File: src/sfr_pkg.sv
// Shared types, constants and the CRC byte update for the status frame receiver.
// No dependencies; every other file of the block imports this package.
package sfr_pkg;

  localparam int MAX_FRAME_BYTES_DEF  = 47;
  localparam int CRC_START_OFFSET_DEF = 12;

  localparam int HDR_LEN     = 10;
  localparam int FRAME_LEN_W = 6;

  localparam logic [15:0] CRC_POLY = 16'hA001;
  localparam logic [15:0] CRC_INIT = 16'hFFFF;

  localparam logic [7:0] ASCII_CR = 8'h0D;
  localparam logic [7:0] ASCII_LF = 8'h0A;

  // Ten-byte headers of a supply frame and a data frame, first byte at index 0.
  localparam logic [7:0] SUP_HDR [HDR_LEN] = '{
    8'h43, 8'h4D, 8'h32, 8'h30, 8'h32, 8'h34, 8'h20, 8'h53, 8'h55, 8'h50
  };
  localparam logic [7:0] DAT_HDR [HDR_LEN] = '{
    8'h43, 8'h4D, 8'h32, 8'h30, 8'h32, 8'h34, 8'h20, 8'h44, 8'h41, 8'h54
  };

  typedef enum logic [1:0] {
    KIND_SUPPLY  = 2'd0,
    KIND_DATA    = 2'd1,
    KIND_UNKNOWN = 2'd2
  } frame_kind_t;

  typedef struct packed {
    logic [7:0] rx_byte;
    logic       restart;
  } byte_item_t;

  typedef struct packed {
    frame_kind_t            frame_kind;
    logic [FRAME_LEN_W-1:0] frame_length;
    logic                   crc_ok;
    logic [15:0]            crc_computed;
    logic [15:0]            crc_received;
    logic                   during_resync;
  } frame_item_t;

  // CRC-16/Modbus update by one byte, LSB first.
  function automatic logic [15:0] crc_byte(input logic [15:0] crc, input logic [7:0] b);
    logic [15:0] c;
    c = crc ^ {8'h00, b};
    for (int i = 0; i < 8; i++) begin
      c = c[0] ? ((c >> 1) ^ CRC_POLY) : (c >> 1);
    end
    return c;
  endfunction

endpackage

File: src/sfr_frame_core.sv
// Frame state of the status frame receiver: byte count, header match, delayed CRC.
// Builds the result of a byte that closes a frame. Depends on sfr_pkg.
module sfr_frame_core #(
  parameter int MAX_FRAME_BYTES  = sfr_pkg::MAX_FRAME_BYTES_DEF,
  parameter int CRC_START_OFFSET = sfr_pkg::CRC_START_OFFSET_DEF
) (
  input  logic                clk,
  input  logic                rst,
  input  logic                accept,
  input  sfr_pkg::byte_item_t item,
  output logic                result_valid,
  output sfr_pkg::frame_item_t result
);
  import sfr_pkg::*;

  localparam int CNT_W = $clog2(MAX_FRAME_BYTES + 1);
  localparam logic [CNT_W-1:0] MAX_LEN  = CNT_W'(MAX_FRAME_BYTES);
  localparam logic [CNT_W-1:0] FOLD_POS = CNT_W'(CRC_START_OFFSET + 4);
  localparam logic [CNT_W-1:0] HDR_POS  = CNT_W'(HDR_LEN);

  logic [CNT_W-1:0] byte_count;
  logic [7:0]       recent_bytes [4];
  logic [15:0]      running_crc;
  logic             supply_header_match;
  logic             data_header_match;
  logic             resync_mode;

  logic [CNT_W-1:0] pos;
  logic [CNT_W-1:0] len;
  logic [7:0]       rec_eff [4];
  logic [15:0]      crc_eff;
  logic             sup_eff;
  logic             dat_eff;
  logic             resync_eff;
  logic [15:0]      crc_next;
  logic             sup_next;
  logic             dat_next;
  logic             done;
  logic [15:0]      crc_rx;

  always_comb begin
    // A restart clears the frame state before the byte is taken.
    if (item.restart) begin
      pos     = '0;
      crc_eff = CRC_INIT;
      sup_eff = 1'b1;
      dat_eff = 1'b1;
      for (int i = 0; i < 4; i++) rec_eff[i] = 8'h00;
    end else begin
      pos     = byte_count;
      crc_eff = running_crc;
      sup_eff = supply_header_match;
      dat_eff = data_header_match;
      for (int i = 0; i < 4; i++) rec_eff[i] = recent_bytes[i];
    end
    resync_eff = item.restart | resync_mode;

    sup_next = sup_eff;
    dat_next = dat_eff;
    if (pos < HDR_POS) begin
      if (item.rx_byte != SUP_HDR[pos[3:0]]) sup_next = 1'b0;
      if (item.rx_byte != DAT_HDR[pos[3:0]]) dat_next = 1'b0;
    end

    // The CRC trails the input by four bytes, so the CRC field and trailer stay out.
    crc_next = (pos >= FOLD_POS) ? crc_byte(crc_eff, rec_eff[3]) : crc_eff;
    crc_rx   = {rec_eff[2], rec_eff[1]};

    len  = pos + 1'b1;
    done = (len >= MAX_LEN) ||
           (resync_eff && rec_eff[0] == ASCII_CR && item.rx_byte == ASCII_LF);

    result_valid         = accept && done;
    result.frame_length  = FRAME_LEN_W'(len);
    result.during_resync = resync_eff;
    result.frame_kind    = KIND_UNKNOWN;
    result.crc_ok        = 1'b0;
    result.crc_computed  = 16'h0000;
    result.crc_received  = 16'h0000;
    if (len >= HDR_POS && sup_next) begin
      result.frame_kind = KIND_SUPPLY;
    end else if (len >= HDR_POS && dat_next) begin
      result.frame_kind   = KIND_DATA;
      result.crc_computed = crc_next;
      result.crc_received = crc_rx;
      result.crc_ok       = (crc_next == crc_rx);
    end
  end

  always_ff @(posedge clk) begin
    if (rst) begin
      byte_count          <= '0;
      running_crc         <= CRC_INIT;
      supply_header_match <= 1'b1;
      data_header_match   <= 1'b1;
      resync_mode         <= 1'b1;
      for (int i = 0; i < 4; i++) recent_bytes[i] <= 8'h00;
    end else if (accept) begin
      if (done) begin
        byte_count          <= '0;
        running_crc         <= CRC_INIT;
        supply_header_match <= 1'b1;
        data_header_match   <= 1'b1;
        resync_mode         <= 1'b0;
        for (int i = 0; i < 4; i++) recent_bytes[i] <= 8'h00;
      end else begin
        byte_count          <= len;
        running_crc         <= crc_next;
        supply_header_match <= sup_next;
        data_header_match   <= dat_next;
        resync_mode         <= resync_eff;
        recent_bytes[0]     <= item.rx_byte;
        recent_bytes[1]     <= rec_eff[0];
        recent_bytes[2]     <= rec_eff[1];
        recent_bytes[3]     <= rec_eff[2];
      end
    end
  end

endmodule

File: src/status_frame_receiver_crc_check.sv
// Top level of the status frame receiver with CRC-16/Modbus check.
// Depends on sfr_pkg and sfr_frame_core.
//
// Usage:
//   The byte channel (byte_valid, byte_ready, byte_item) takes one received
//   serial byte per item, with a restart flag that drops any partial frame and
//   enters resync mode before that byte. The frame channel (frame_valid,
//   frame_ready, frame_item) gives one item per completed frame: kind, length,
//   CRC check and whether it ended in resync mode.
//   The result of the byte that closes a frame is registered into frame_item,
//   or into the skid entry if frame_item holds an item not taken. Throughput:
//   one byte per cycle while byte_ready is high; the header compare, CRC byte
//   update and end-of-frame test sit between frame state and result registers.
//   A result register plus one skid entry hold finished items. While the
//   receiver stalls, bytes keep flowing until both entries are full; then
//   byte_ready falls until frame_ready returns.
//   Reset clears the frame state, enters resync mode and empties both entries.
module status_frame_receiver_crc_check #(
  parameter int MAX_FRAME_BYTES  = sfr_pkg::MAX_FRAME_BYTES_DEF,
  parameter int CRC_START_OFFSET = sfr_pkg::CRC_START_OFFSET_DEF
) (
  input  logic                 clk,
  input  logic                 rst,
  input  logic                 byte_valid,
  output logic                 byte_ready,
  input  sfr_pkg::byte_item_t  byte_item,
  output logic                 frame_valid,
  input  logic                 frame_ready,
  output sfr_pkg::frame_item_t frame_item
);
  import sfr_pkg::*;

  logic        accept;
  logic        res_valid;
  frame_item_t res_item;
  logic        pop;
  logic        skid_valid;
  frame_item_t skid_item;

  assign byte_ready = !skid_valid;
  assign accept     = byte_valid && byte_ready;
  assign pop        = frame_valid && frame_ready;

  sfr_frame_core #(
    .MAX_FRAME_BYTES (MAX_FRAME_BYTES),
    .CRC_START_OFFSET(CRC_START_OFFSET)
  ) u_core (
    .clk         (clk),
    .rst         (rst),
    .accept      (accept),
    .item        (byte_item),
    .result_valid(res_valid),
    .result      (res_item)
  );

  always_ff @(posedge clk) begin
    if (rst) begin
      frame_valid <= 1'b0;
      skid_valid  <= 1'b0;
    end else if (skid_valid) begin
      if (pop) skid_valid <= 1'b0;
    end else if (res_valid) begin
      if (frame_valid && !pop) skid_valid <= 1'b1;
      else frame_valid <= 1'b1;
    end else if (pop) begin
      frame_valid <= 1'b0;
    end
  end

  always_ff @(posedge clk) begin
    if (skid_valid) begin
      if (pop) frame_item <= skid_item;
    end else if (res_valid) begin
      if (frame_valid && !pop) skid_item <= res_item;
      else frame_item <= res_item;
    end
  end

  // The skid entry only ever holds an item younger than the one on the port.
  a_skid_behind: assert property (@(posedge clk) disable iff (rst)
    skid_valid |-> frame_valid)
    else $error("skid entry holds an item while the result register is empty");

  // Only a frame ended in resync mode can be shorter than the full length.
  a_full_length: assert property (@(posedge clk) disable iff (rst)
    (frame_valid && !frame_item.during_resync) |->
      (frame_item.frame_length == FRAME_LEN_W'(MAX_FRAME_BYTES)))
    else $error("short frame reported outside resync mode");

  a_non_data_zero: assert property (@(posedge clk) disable iff (rst)
    (frame_valid && frame_item.frame_kind != KIND_DATA) |->
      (!frame_item.crc_ok && frame_item.crc_computed == 16'h0000 &&
       frame_item.crc_received == 16'h0000))
    else $error("CRC fields set on a frame that is not a data frame");

  a_crc_ok: assert property (@(posedge clk) disable iff (rst)
    (frame_valid && frame_item.frame_kind == KIND_DATA) |->
      (frame_item.crc_ok == (frame_item.crc_computed == frame_item.crc_received)))
    else $error("crc_ok disagrees with the CRC fields");

endmodule
File: config.mk
export PLATFORM = sky130hd
export DESIGN_NAME = status_frame_receiver_crc_check
export DESIGN_NICKNAME = d
export VERILOG_FILES = /design/src/sfr_pkg.sv /design/src/sfr_frame_core.sv /design/src/status_frame_receiver_crc_check.sv
export SDC_FILE = /design/constraint.sdc
export NUM_CORES = 1
export LEC_CHECK = 0
export BUFFER_PORTS_ARGS = -buffer_cell sky130_fd_sc_hd__clkbuf_2
export CAP_MARGIN = 10
export CORE_AREA = 2 2 123 125
export DETAILED_ROUTE_END_ITERATION = 10
export DIE_AREA = 0 0 125 127
export PLACE_DENSITY = 0.68
export SLEW_MARGIN = 30
export SYNTH_ARGS = -nofsm -noshare
export SYNTH_HDL_FRONTEND = slang
export SYNTH_SLANG_ARGS = --single-unit
File: constraint.sdc
create_clock -name clk -period 10.2 [get_ports clk]
set_input_delay 2.04 -clock clk [delete_from_list [all_inputs] [get_ports clk]]
set_output_delay 2.04 -clock clk [all_outputs]
set_load 0.1 [all_outputs]
; ---- After elaboration in Yosys (flattened, before gate mapping)
; Memories as Yosys holds them, arrays and structs flattened.
; Index checks and enable logic that the tools add are counted.
; W data, S select, Z words.
[classes]
add_sub_neg = 1
magnitude_cmp = 5
n_eq_ne = 8
mux = 60
bitwise_logic = 20
n_reduce_logical = 16
[op_table]
columns = operator, count
row1 = $mux W16, 11
row2 = $mux W42, 4
row3 = $mux W8, 12
row4 = $mux W33, 2
row5 = $mux W32, 1
row6 = $mux W1, 26
row7 = $not A2 Y3, 8
row8 = $eq A16 B16 Y1, 1
row9 = $eq A8 B4 Y1 const B, 2
row10 = $ne A8 B8 Y1, 2
row11 = $xor A16 B8 Y16, 1
row12 = $mux W6, 2
row13 = $or A1 B1 Y1, 9
row14 = $reduce_and A3 Y1, 3
row15 = $logic_and A1 B1 Y1, 8
row16 = $add A6 B1 Y6 const B, 1
row17 = $ge A6 B4 Y1 const B, 1
row18 = $ge A6 B5 Y1 const B, 1
row19 = $ge A6 B6 Y1 const B, 1
row20 = $lt A6 B4 Y1 const B, 1
row21 = $ne A2 B2 Y1 const B, 3
row22 = $ge A5 B5 Y1 const B, 1
row23 = $not A4 Y5, 1
row24 = $mux W2, 2
row25 = other kinds (4), 6
[totals]
reg_bits = 111
ramBits = 32
rom_bits = 256
inputBits = 13
out_inout_bits = 44
word_cells = 132
n_memories = 3
[memory_table]
columns = memory, depth, width, read_ports, rd_ports_with_merged_regs, wr, line
row1 = (no name shown), 16, 8, 1, 0, 0, sfr_frame_core.sv:62  ; if (item.rx_byte != DAT_HDR[pos[3:0]]) dat_next = 1'b0;
row2 = (no name shown), 16, 8, 1, 0, 0, sfr_frame_core.sv:61  ; if (item.rx_byte != SUP_HDR[pos[3:0]]) sup_next = 1'b0;
row3 = u_core.recent_bytes, 4, 8, 4, 0, 4, sfr_frame_core.sv:22  ; logic [7:0] recent_bytes [4];

; ---- Logic depth before layout (Yosys ltp)
; Gate-level depths: netlist (run 1).
[depth]
depth_word = 25
mapped_depth = 15
mapped_depth_nobuf = 11

; ---- By module
; From an unflattened synthesis (run 1), not the netlist that was laid out.
[unflattened]
cells_unflattened = 555
area_unflattened_um2 = 6815.3
[modules_own_cells]
columns = module, instances, cells_each, area_each_um2, seq_area_each_um2
row1 = sfr_frame_core, 1, 410, 3661.0, 1381.3
row2 = status_frame_receiver_crc_check, 1, 145, 3154.3, 2562.5

; ---- Worst setup path before layout (run 1)
; OpenSTA, ideal clock, no wires.
[synth_path]
path_type = input to register
start = input port byte_item[0] (netlist name)
end = register frame_item[0] (netlist name), enable pin
setup_ns = 0.455
t_arrival_ns = 6.113
required_ns = 9.745
setup_slack_ns = 3.632
stages = 12
path_buffers = 2
path_cell_list = inv_2 clkbuf_1 clkbuf_1 nand2_1 inv_1 ha_1 and3b_1 o21ai_1 o32ai_1 a21oi_1 nand2b_1 a21oi_1
[synth_between]
elab_chain_len = 8
elab_cells_between_ends = 12
classes_between = add/sub: 1 / order compare: 1 / eq/ne: 1 / mux: 2 / bitwise: 1 / reduce/logical: 6
[synth_rtl]
columns = item, line
row1 = start: declaration, status_frame_receiver_crc_check.sv:26  ; input sfr_pkg::byte_item_t byte_item,
row2 = "parallel branches: the longest is 4 deep, another holds $add A6 B1 Y6", -
row3 = $logic_or A1 B1 Y1 (*), sfr_frame_core.sv:70  ; done = (len >= MAX_LEN) ||
row4 = $logic_and A1 B1 Y1 (*), sfr_frame_core.sv:73  ; result_valid = accept && done;
row5 = $reduce_bool A2 Y1 (no line) (*), -
row6 = $reduce_and A3 Y1 (no line) (*), -
row7 = end signal: assignment, status_frame_receiver_crc_check.sv:72  ; if (pop) frame_item <= skid_item;
row8 = end signal: assignment, status_frame_receiver_crc_check.sv:75  ; else frame_item <= res_item;
row9 = end: declaration, status_frame_receiver_crc_check.sv:29  ; output sfr_pkg::frame_item_t frame_item
; Every way passes the cells marked *.
; A chain may end at the register's enable or synchronous reset.

; ---- Worst setup path after layout (run 1)
[layout_path]
start = input port byte_item[0] (netlist name)
end = register u_core.running_crc[11]
[layout_between]
elab_chain_len = 14
elab_cells_between_ends = 28
classes_between = add/sub: 1 / order compare: 2 / eq/ne: 1 / mux: 13 / bitwise: 8 / reduce/logical: 3
[layout_rtl]
columns = item, line
row1 = $mux W16 or $mux W32 (tied branches), sfr_frame_core.sv:43  ; if (item.restart) begin
row2 = $xor A16 B8 Y16, sfr_pkg.sv:48  ; c = crc ^ {8'h00, b};
row3 = $mux W16 or $not A2 Y3 (tied branches) (2 in a row), -
row4 = $not A2 Y3 (no line) or $mux W16 (tied branches), -
row5 = $mux W16 (3 in a row), sfr_pkg.sv:50  ; c = c[0] ? ((c >> 1) ^ CRC_POLY) : (c >> 1);
row6 = $not A2 Y3 (no line), -
row7 = $mux W16 (3 in a row), sfr_pkg.sv:50
row8 = $mux W16, sfr_frame_core.sv:66  ; crc_next = (pos >= FOLD_POS) ? crc_byte(crc_eff, rec_eff[3]) : crc_eff;
row9 = $mux W16 (*), sfr_frame_core.sv:99  ; if (done) begin
row10 = end signal: assignment, sfr_frame_core.sv:108  ; running_crc <= crc_next;
row11 = end: declaration, sfr_frame_core.sv:23  ; logic [15:0] running_crc;
; Every way passes the cells marked *; elsewhere a longest branch is shown, timed or not.

==> out/qor.csv, run 1 <==
metric,value,unit
Post-Route WL,16600,µm
I/O Pins,57,
Via-to-Cell Ratio,5.75,
die area,0.0159,mm²
slack of the worst reg-to-reg path,6570,ps
DRT iter0 DRCs,642,
Multi-input gate area,0.00294,mm²
fmax,0.177,GHz
max incr delay on CP,620,ps
post-synth top area share,45.3,%
largest area contributor in the netlist,edfxtp_1,
worst hold slack,507,ps
routability cong.,0.891,
met1 usage,32.8,%
initial antenna violation count,0,
hold buffers post-CTS,0,
Slew @ Worst Pin,832,ps
Mean Syn Cell Area,11.0,µm²
most common cell in the netlist,edfxtp_1,
width of the die,125,µm
RSZ-0062 raised after global routing,no,
clock root buffer,clkbuf_16,
gr ovfl total,0,
crit start category,primary input,
Seq. cell area,0.00395,mm²
Min-Delay Path Depth,1,
# clock sinks,143,
Post-synth EDFFs,108,
ys async rst share,0,%
Hold Crit Class,reg -> reg,
layout cells sized above 1,18.8,%
sequential area share after synthesis,55.1,%
Leakage,0.00301,µW
met2 usage,30.1,%
die height,127,µm
CP bufs+invs,4,
CTS H-tree lvls,4,
"Top FF cell, synth",edfxtp_1,
CTS tree,yes,
CP Max Fanout,39,
Final ANT Viol Nets,0,
ranking of synthesized cells by area,"edfxtp_1 (45%), dfxtp_1 (9.8%), nor2_1 (4.9%), nand2_1 (3.3%), o31ai_1 (2.7%)",
skew final,9.10,ps
Area after DPL,0.00757,mm²
Syn Inst Count,651,
PD cells,161,mW/mm²
Setup CP Type,in -> reg,
Hold Fails Final Rpt,0,
Area Growth Syn to Fin,14.0,%
setup bufs post-CTS,0,
effective utilization at floorplan,49.6,%
Total Routing Usage GR,21.4,%
"Reg clk slew, reported paths",60,ps
Tot Pwr,1310,µW
Ant. Diodes,0,
Rows,44,
number of global-route vias before repair,4643,
global route hottest layer,met1,
largest net degree at the start of global routing,80,
CP max stage cell,clkbuf_2,
syn_nets,671,
Worst path top cell family by delay,buffers and inverters,
cells along the critical path,clkbuf_2 > inv_2 > nand2_1 > inv_1 > ha_1 > and3b_1 > o21ai_1 > o32ai_1 > a2111oi_4 > buf_4 > and2_0 > nand2_1 > o22a_1,
Critical Path RT,10510,ps
Max VDD drop,0.107,mV
hold path start,u_core.data_header_match,
detailed-route DRC error count,0,
crit path DAT,5970,ps
Period minus WS final,5660,ps
IO buf count,56,
outcome,completed,
post-CTS sizing,0,
final worst path period share,55.5,%
synth cell count leaders,"edfxtp_1 (108), nor2_1 (94), nand2_1 (63)",
worst-skew pair later-pin latency,430,ps
worst reg2reg path startpoint,u_core.byte_count[0],
pre-CTS WS,4030,ps
reg2reg end,frame_item[20],
First-pass DRT Iterations,5,
crit-path most repeated cell,nand2_1,
hold path endpoint,u_core.data_header_match,
Final Cell Area,0.00816,mm²
endpoints failing setup,0,
GRT met3 Usage,5.15,%
max-cap violations,0,
Setup WS post-layout,4540,ps
synth unique cells,78,
Final Slew Violations,0,
Fillers,1220,
reg2reg path depth,11,
layout net count,713,
Yosys warnings,0,
"flops & latches, synth",143,
first-pass GRT wire length,26300,µm
setup_tns,0,ps
worst rel slew slack,44.6,%
via count,5115,
Wirelength per Cell,18.6,µm
clk buf depth,2,
Crit. End Element,register,
total CTS buffers,17,
Core Area,0.0144,mm²
hpwl dp,11500,µm
Synth Cell Area,0.00716,mm²
## state kept, by name, summed over array words and instances (netlist names)
name / cells
frame_item: 42
frame_valid: 1
skid_item: 42
skid_valid: 1
u_core.byte_count: 6
u_core.data_header_match: 1
u_core.recent_bytes: 32
u_core.resync_mode: 1
u_core.running_crc: 16
u_core.supply_header_match: 1
## stage by stage
stage / utilization, % / std cells
global route: 56.6 / 890
floorplan: - / 651
global placement: 52.5 / 858
finish: 56.6 / 890
CTS: 56.5 / 890
detailed placement: 52.5 / 858
## placed cells by master (no fill, tap or decap), drive strengths merged, types with 9 or more instances in the layout
cell type,synthesis,final
edfxtp,108,108
nor2,94,94
clkbuf,25,76
nand2,63,63
o31ai,36,36
dfxtp,35,35
inv,31,33
a21oi,27,27
xnor2,23,23
and3,15,15
o21ai,12,12
and2,11,11
a22oi,10,10
a31oi,10,10
xor2,9,9
## logic make-up after synthesis
family                   Yosys count  share of synthesized area [%]
AO/OA/AOI/OAI                    143                           15.4
XOR/XNOR                          38                           6.82
adder cells (fa/ha/maj)            7                           1.22
buffers and inverters             73                           4.04
flip-flops                       143                           55.1
multiplexers                      10                           1.47
AND/OR/NAND/NOR                  237                           15.9
## worst max path at each step
stage,start,end,depth (start not counted)
finish,byte_item[0],u_core.running_crc[11],13
floorplan,byte_item[0],frame_item[0],12
detailed placement,byte_item[0],skid_item[20],11
global route,byte_item[0],u_core.running_crc[2],13
global placement,byte_item[0],skid_item[20],11
CTS,byte_item[0],skid_item[6],11
## layer usage
| layer | up-vias | part of all wire, % |
|---|---|---|
| li1 | 2448 | - |
| met1 | 2446 | 48 |
| met2 | 189 | 43 |
| met3 | 32 | 7.1 |
| met4 | 0 | 1.8 |
| met5 | - | 0 |
## where the power goes
part	total (µW)	internal [µW]	switching, µW
Combinational	64.3	25.2	39.0
Sequential	636	627	8.52
Clock	614	368	246
Total	1310	1020	294
## area by class of cell
cell class              instances  share of cell area (%)
multi-input cells             435                    36.1
well taps                     184                    2.82
clock inverters                12                    1.67
repair buffers                 63                    4.08
clock buffers                  20                    5.47
flip-flops and latches        143                    48.4
inverters                      33                    1.52
Note: power is estimated with default switching activity, not from simulation.
==> run 2: changes to the inputs <==
- PLACE_DENSITY: 0.68 -> 0.7
- clock period: 10.2 -> 5 ns (I/O delays scaled with it)
==> run 2 against run 1 <==
Effect of this change:
- worst hold slack worse by 13 ps
- clock skew about the same
- clock power up 97%
- via count rose by 3.2%
- cell count up 0.45%
- design area up 0.14%
- combinational power up 110%
- sequential power is 100% higher
- routed wire length rose by 2.1%
- power is 100% higher
- first-iteration DRC count fell by 19%
==> out/qor.csv, run 2 (synthesis results as in run 1) <==
metric,value,unit,change
crit start category,primary input,,
total CTS buffers,17,,unchanged
Max VDD drop,0.269,mV,+150%
Worst path top cell family by delay,compound AO/OA/AOI/OAI gates,,
Largest regs,"frame_item x42, skid_item x42, u_core.recent_bytes x32",,
skew final,8.67,ps,-0.436 ps
CTS H-tree lvls,4,,unchanged
clk buf depth,2,,unchanged
die area,0.0159,mm²,unchanged
"commonest non-fill, non-tap cell in the layout",edfxtp_1,,
hold buffers post-CTS,0,,unchanged
I/O Pins,57,,unchanged
Core Area,0.0144,mm²,unchanged
P_int,2020,µW,+98%
fmax,0.267,GHz,
max-cap violations,0,,unchanged
RSZ-0062 raised after global routing,no,,
setup_tns,0,ps,unchanged
pre-CTS WS,891,ps,-3140 ps
via count,5277,,+3.2%
Hold Crit Class,reg -> reg,,
Sw Share,23.4,%,+1.0 points
Post-Route WL,16900,µm,+2.1%
effective utilization at floorplan,49.6,%,unchanged
routability cong.,0.887,,-0.52%
Rows,44,,unchanged
outcome,completed,,
first-pass GRT wire length,27000,µm,+2.7%
CTS tree,yes,,
Ant. Diodes,0,,unchanged
DRT iter0 DRCs,521,,-19%
clock root buffer,clkbuf_16,,
Wirelength per Cell,19.0,µm,+1.7%
worst rel slew slack,55.5,%,+11 points
crit path DAT,3810,ps,-2160 ps
layout net count,717,,+0.56%
clock share of power,45.7,%,-1.0 points
CP Max Fanout,34,,-13%
Total Routing Usage GR,21.9,%,+0.44 points
Critical Path RT,5070,ps,-5440 ps
Hold Fails Final Rpt,0,,unchanged
"Reg clk slew, reported paths",60,ps,about the same
width of the die,125,µm,unchanged
PD cells,323,mW/mm²,+100%
Via-to-Cell Ratio,5.90,,+2.7%
Leakage,0.00303,µW,+0.43%
endpoints failing setup,0,,unchanged
most frequent cells in the layout,"edfxtp_1 (108), nor2_1 (94), nand2_1 (63)",,
Period minus WS final,3740,ps,
CP bufs+invs,4,,unchanged
CP max stage cell,o32ai_1,,
cells along the critical path,clkbuf_2 > inv_2 > nand2_1 > inv_1 > ha_1 > a21boi_0 > o21ai_1 > o32ai_1 > a21oi_1 > nor2_1 > and2_2 > buf_4,,
worst-skew pair later-pin latency,420,ps,about the same
max incr delay on CP,500,ps,-120 ps
setup bufs post-CTS,0,,unchanged
die height,127,µm,unchanged
P_sw,617,µW,+110%
gr ovfl total,0,,unchanged
Setup CP Type,in -> reg,,
post-CTS sizing,0,,unchanged
IO buf count,56,,unchanged
largest net degree at the start of global routing,69,,-14%
Final Slew Violations,0,,unchanged
Final ANT Viol Nets,0,,unchanged
# clock sinks,143,,unchanged
Setup WS post-layout,1260,ps,-3280 ps
First-pass DRT Iterations,5,,unchanged
initial antenna violation count,0,,unchanged
Final Util,56.6,%,+0.078 points
final worst path period share,74.9,%,
layout cells sized above 1,19.2,%,+0.32 points
hpwl dp,11800,µm,+2.0%
Crit. End Element,register,,
Area Growth Syn to Fin,14.2,%,
Gate power share,5.1,%,+0.2 points
number of global-route vias before repair,5014,,+8.0%
Reg power frac,49.1,%,+0.7 points
detailed-route DRC error count,0,,unchanged
Slew @ Worst Pin,668,ps,-164 ps
## run 2: metal layers
metal,share of wire (%),track usage (%)
met5,0,0
met3,6.3,4.90
met2,46,33.3
met4,2.4,8.63
met1,45,30.7
## run 2: final timing paths
check                                         startpoint                        to  slack (ps)  depth (start not counted)
worst max-delay path                        byte_item[0]             skid_item[21]        1260                         12
worst min-delay path            u_core.data_header_match  u_core.data_header_match         490                          1
worst min register to register  u_core.data_header_match  u_core.data_header_match         490                          1
worst max register to register      u_core.byte_count[0]     u_core.running_crc[4]        1390                         11
## run 2: layout make-up
cell class	instances	area, µm²
Clock buffer	17	425
Clock inverter	15	135
Fill cell	1218	6250
Inverter	33	124
Multi-Input combinational cell	435	2940
Sequential cell	143	3950
Tap cell	184	230
Timing Repair Buffer	67	375
## run 2: power groups by stage
stage / Sequential (µW) / Combinational [µW] / Clock [µW]
3_5_place_dp: 1320 / 133 / 0
2_1_floorplan: 1310 / 96.2 / 0
4_1_cts: 1300 / 133 / 1210
3_3_place_gp: 1320 / 128 / 0
5_1_grt: 1300 / 145 / 1270
6_report: 1300 / 135 / 1210
## run 2: stage by stage
| stage | instances | total power [µW] | cell area, µm² | hold WS, ps |
|---|---|---|---|---|
| CTS | 894 | 2640 | 8170 | 491 |
| global route | 894 | 2710 | 8170 | 505 |
| floorplan | 651 | 1410 | 7160 | 459 |
| detailed placement | 862 | 1450 | 7610 | 477 |
| global placement | 862 | 1450 | 7610 | 469 |
| finish | 894 | 2640 | 8170 | 495 |
## run 2: worst reg2reg max path, cell delays in order (launching register included)
cell	delay, ps
dfxtp_1	610
nand2_1	270
inv_1	220
ha_1	290
nand3_1	120
xor2_1	290
o32ai_1	220
a2111oi_4	380
buf_4	310
and2_0	320
nand2_1	230
o22a_1	250
==> run 3: changes to the inputs <==
- ABC_AREA: not set -> 1
- PLACE_DENSITY: 0.7 -> 0.68
- clock period: 5 -> 3.5 ns (I/O delays scaled with it)
==> run 3 against run 2 <==
Effect of this change:
- area after synthesis is 0.21% higher
- synthesized cell count up 35%
- largest power group unchanged
- first-iteration DRC count increased by 19%
- critical endpoint is now frame_item[33]
- sequential share of layout area decreased by 0.31 points
==> out/qor.csv, run 3 <==
metric,value,unit,change
CTS H-tree lvls,4,,unchanged
Synth Area in Compound Gates,5.01,%,-10 points
worst reg2reg path startpoint,u_core.byte_count[2],,
Final Cell Area,0.00822,mm²,+0.61%
max-cap violations,0,,unchanged
most common cell in the netlist,nand2_1,,
initial antenna violation count,0,,unchanged
First-pass DRT Iterations,5,,unchanged
Total Routing Usage GR,22.8,%,+0.91 points
Fillers,1326,,+8.9%
clk buf depth,2,,unchanged
routability cong.,0.915,,+3.1%
Area Growth Syn to Fin,14.6,%,
Core Area,0.0144,mm²,unchanged
hpwl dp,12100,µm,+3.0%
largest area contributor in the netlist,edfxtp_1,,
Setup CP Type,in -> reg,,
Ant. Diodes,0,,unchanged
clock share of power,46.2,%,+0.5 points
"Top FF cell, synth",edfxtp_1,,
die height,127,µm,unchanged
Hold Crit Class,reg -> reg,,
Critical path origin,byte_item[0],,
clock root buffer,clkbuf_16,,
post-synthesis simple-gate area fraction,31.5,%,+16 points
hold path start,u_core.recent_bytes[2][4],,
crit start category,primary input,,
Yosys warnings,0,,unchanged
Multi-input gate area,0.00275,mm²,-6.4%
P_sw,806,µW,+31%
Leakage,0.00382,µW,+26%
Hold Fails Final Rpt,0,,unchanged
Gate power share,4.5,%,-0.6 points
Slew @ Worst Pin,815,ps,+147 ps
Final ANT Viol Nets,0,,unchanged
Seq. cell area,0.00394,mm²,about the same
hold buffers post-CTS,0,,unchanged
RSZ-0062 raised after global routing,no,,
setup_tns,0,ps,unchanged
worst rel slew slack,45.6,%,-9.9 points
width of the die,125,µm,unchanged
post-CTS sizing,0,,unchanged
synth cell count leaders,"nand2_1 (348), edfxtp_1 (108), nor2_1 (85)",,
via count,5911,,+12%
ranking of synthesized cells by area,"edfxtp_1 (45%), nand2_1 (18%), dfxtp_1 (9.8%), nand3_1 (5.8%), nor2_1 (4.4%)",,
Via-to-Cell Ratio,5.23,,-11%
CTS tree,yes,,
outcome,completed,,
Post-synth EDFFs,108,,unchanged
slack of the worst reg-to-reg path,590,ps,-800 ps
gr ovfl total,0,,unchanged
skew final,6.84,ps,-1.83 ps
"Reg clk slew, reported paths",60,ps,about the same
"flops & latches, synth",143,,unchanged
Sw Share,21.7,%,-1.7 points
IO buf count,56,,unchanged
Reg power frac,49.4,%,+0.3 points
effective utilization at floorplan,49.7,%,+0.10 points
crit path DAT,3340,ps,-470 ps
first-pass GRT wire length,28400,µm,+5.2%
Final Util,57.0,%,+0.35 points
worst-skew pair later-pin latency,420,ps,about the same
synth unique cells,36,,-54%
Mean Syn Cell Area,8.17,µm²,-26%
Largest regs,"frame_item x42, skid_item x42, u_core.recent_bytes x32",,
sequential area share after synthesis,55.0,%,-0.12 points
layout cells sized above 1,12.2,%,-6.9 points
endpoints failing setup,0,,unchanged
Post-Synth Adder-Cell Area,1.22,%,-0.0026 points
I/O Pins,57,,unchanged
Rows,44,,unchanged
setup bufs post-CTS,0,,unchanged
die area,0.0159,mm²,unchanged
Period minus WS final,3070,ps,
Post-Synth XOR/XNOR Area,0.489,%,-6.3 points
detailed-route DRC error count,0,,unchanged
Area after DPL,0.00766,mm²,+0.72%
layout net count,954,,+33%
Wirelength per Cell,15.4,µm,-19%
final worst path period share,87.8,%,
most frequent cells in the layout,"nand2_1 (348), edfxtp_1 (108), nor2_1 (84)",,
post-synth top area share,45.2,%,-0.095 points
Post-Route WL,17400,µm,+2.7%
CP Max Fanout,61,,+79%
# clock sinks,143,,unchanged
Final Slew Violations,0,,unchanged
number of global-route vias before repair,5494,,+9.6%
main combinational cell family by area after synthesis,simple AND/OR/NAND/NOR gates,,
PD cells,453,mW/mm²,+40%
Crit. End Element,register,,
"commonest non-fill, non-tap cell in the layout",nand2_1,,
Max VDD drop,0.310,mV,+15%
fmax,0.325,GHz,
mux contribution to synthesized area,0,%,-1.5 points
Syn Inst Count,878,,+35%
largest net degree at the start of global routing,62,,-10%
DRT iter0 DRCs,618,,+19%
Synth Cell Area,0.00717,mm²,+0.21%
total CTS buffers,17,,unchanged
ys async rst share,0,%,unchanged
Critical Path RT,3770,ps,-1300 ps
P_int,2920,µW,+44%
syn_nets,898,,+34%
[run 3: worst paths after layout]
| check | endpoint | cells past startpoint |
|---|---|---|
| worst min register to register | u_core.recent_bytes[2][4] | 2 |
| worst max register to register | skid_item[33] | 13 |
| worst max-delay path | frame_item[33] | 19 |
| worst min-delay path | u_core.recent_bytes[2][4] | 2 |
[run 3: per-layer routing]
metal	vias up	part of all wire, %	GRT usage, %
met5	-	0	0
met4	0	1.9	7.32
met3	22	7.3	4.98
met2	207	45	34.9
met1	2715	46	32.5
li1	2967	-	-
[run 3: stage by stage]
stage / total power, µW / std cells / setup slack (ps) / hold WS, ps
2_1_floorplan: 1980 / 878 / 109 / 441
3_3_place_gp: 2040 / 1099 / 50.9 / 450
6_report: 3720 / 1131 / 428 / 460
5_1_grt: 3840 / 1131 / 271 / 488
4_1_cts: 3740 / 1131 / 514 / 463
3_5_place_dp: 2040 / 1099 / 120 / 454
[run 3: cell families after synthesis]
| family | count (synthesis) |
|---|---|
| adders and majority gates | 7 |
| xor gates and xnor gates | 4 |
| and+or+nand+nor | 548 |
| AOI/OAI and AO/OA | 63 |
| DFF | 143 |
| buffers and inverters | 113 |
[run 3: power groups by stage]
stage                     Clock [µW]  Sequential (µW)  Combinational (µW)
after CTS                       1730             1840                 164
after floorplan                    0             1870                 114
after global placement             0             1870                 164
final                           1720             1840                 166
after detailed placement           0             1870                 164
after global routing            1820             1840                 187
[run 3: layout make-up]
| cell class | instances | share of cell area (%) |
|---|---|---|
| inverter | 82 | 3.74 |
| timing repair buffer | 68 | 5.30 |
| clock buffer | 21 | 5.36 |
| multi-input combinational | 622 | 33.4 |
| sequential | 143 | 48.0 |
| tap | 184 | 2.80 |
| clock inverter | 11 | 1.40 |
[run 3: worst max-delay path, stage by stage]
cell	delay [ps]
clkbuf_2	120
inv_2	80
buf_12	250
nand2_1	170
nand2_2	410
nor2_1	190
nand2_1	120
nand2_1	140
nand2_1	110
nand2_1	90
nor2_1	100
nand2_1	70
nor2_1	80
nand2_1	50
nor2_1	150
nand3_1	160
nor2_1	120
nand2_1	70
a21oi_1	120
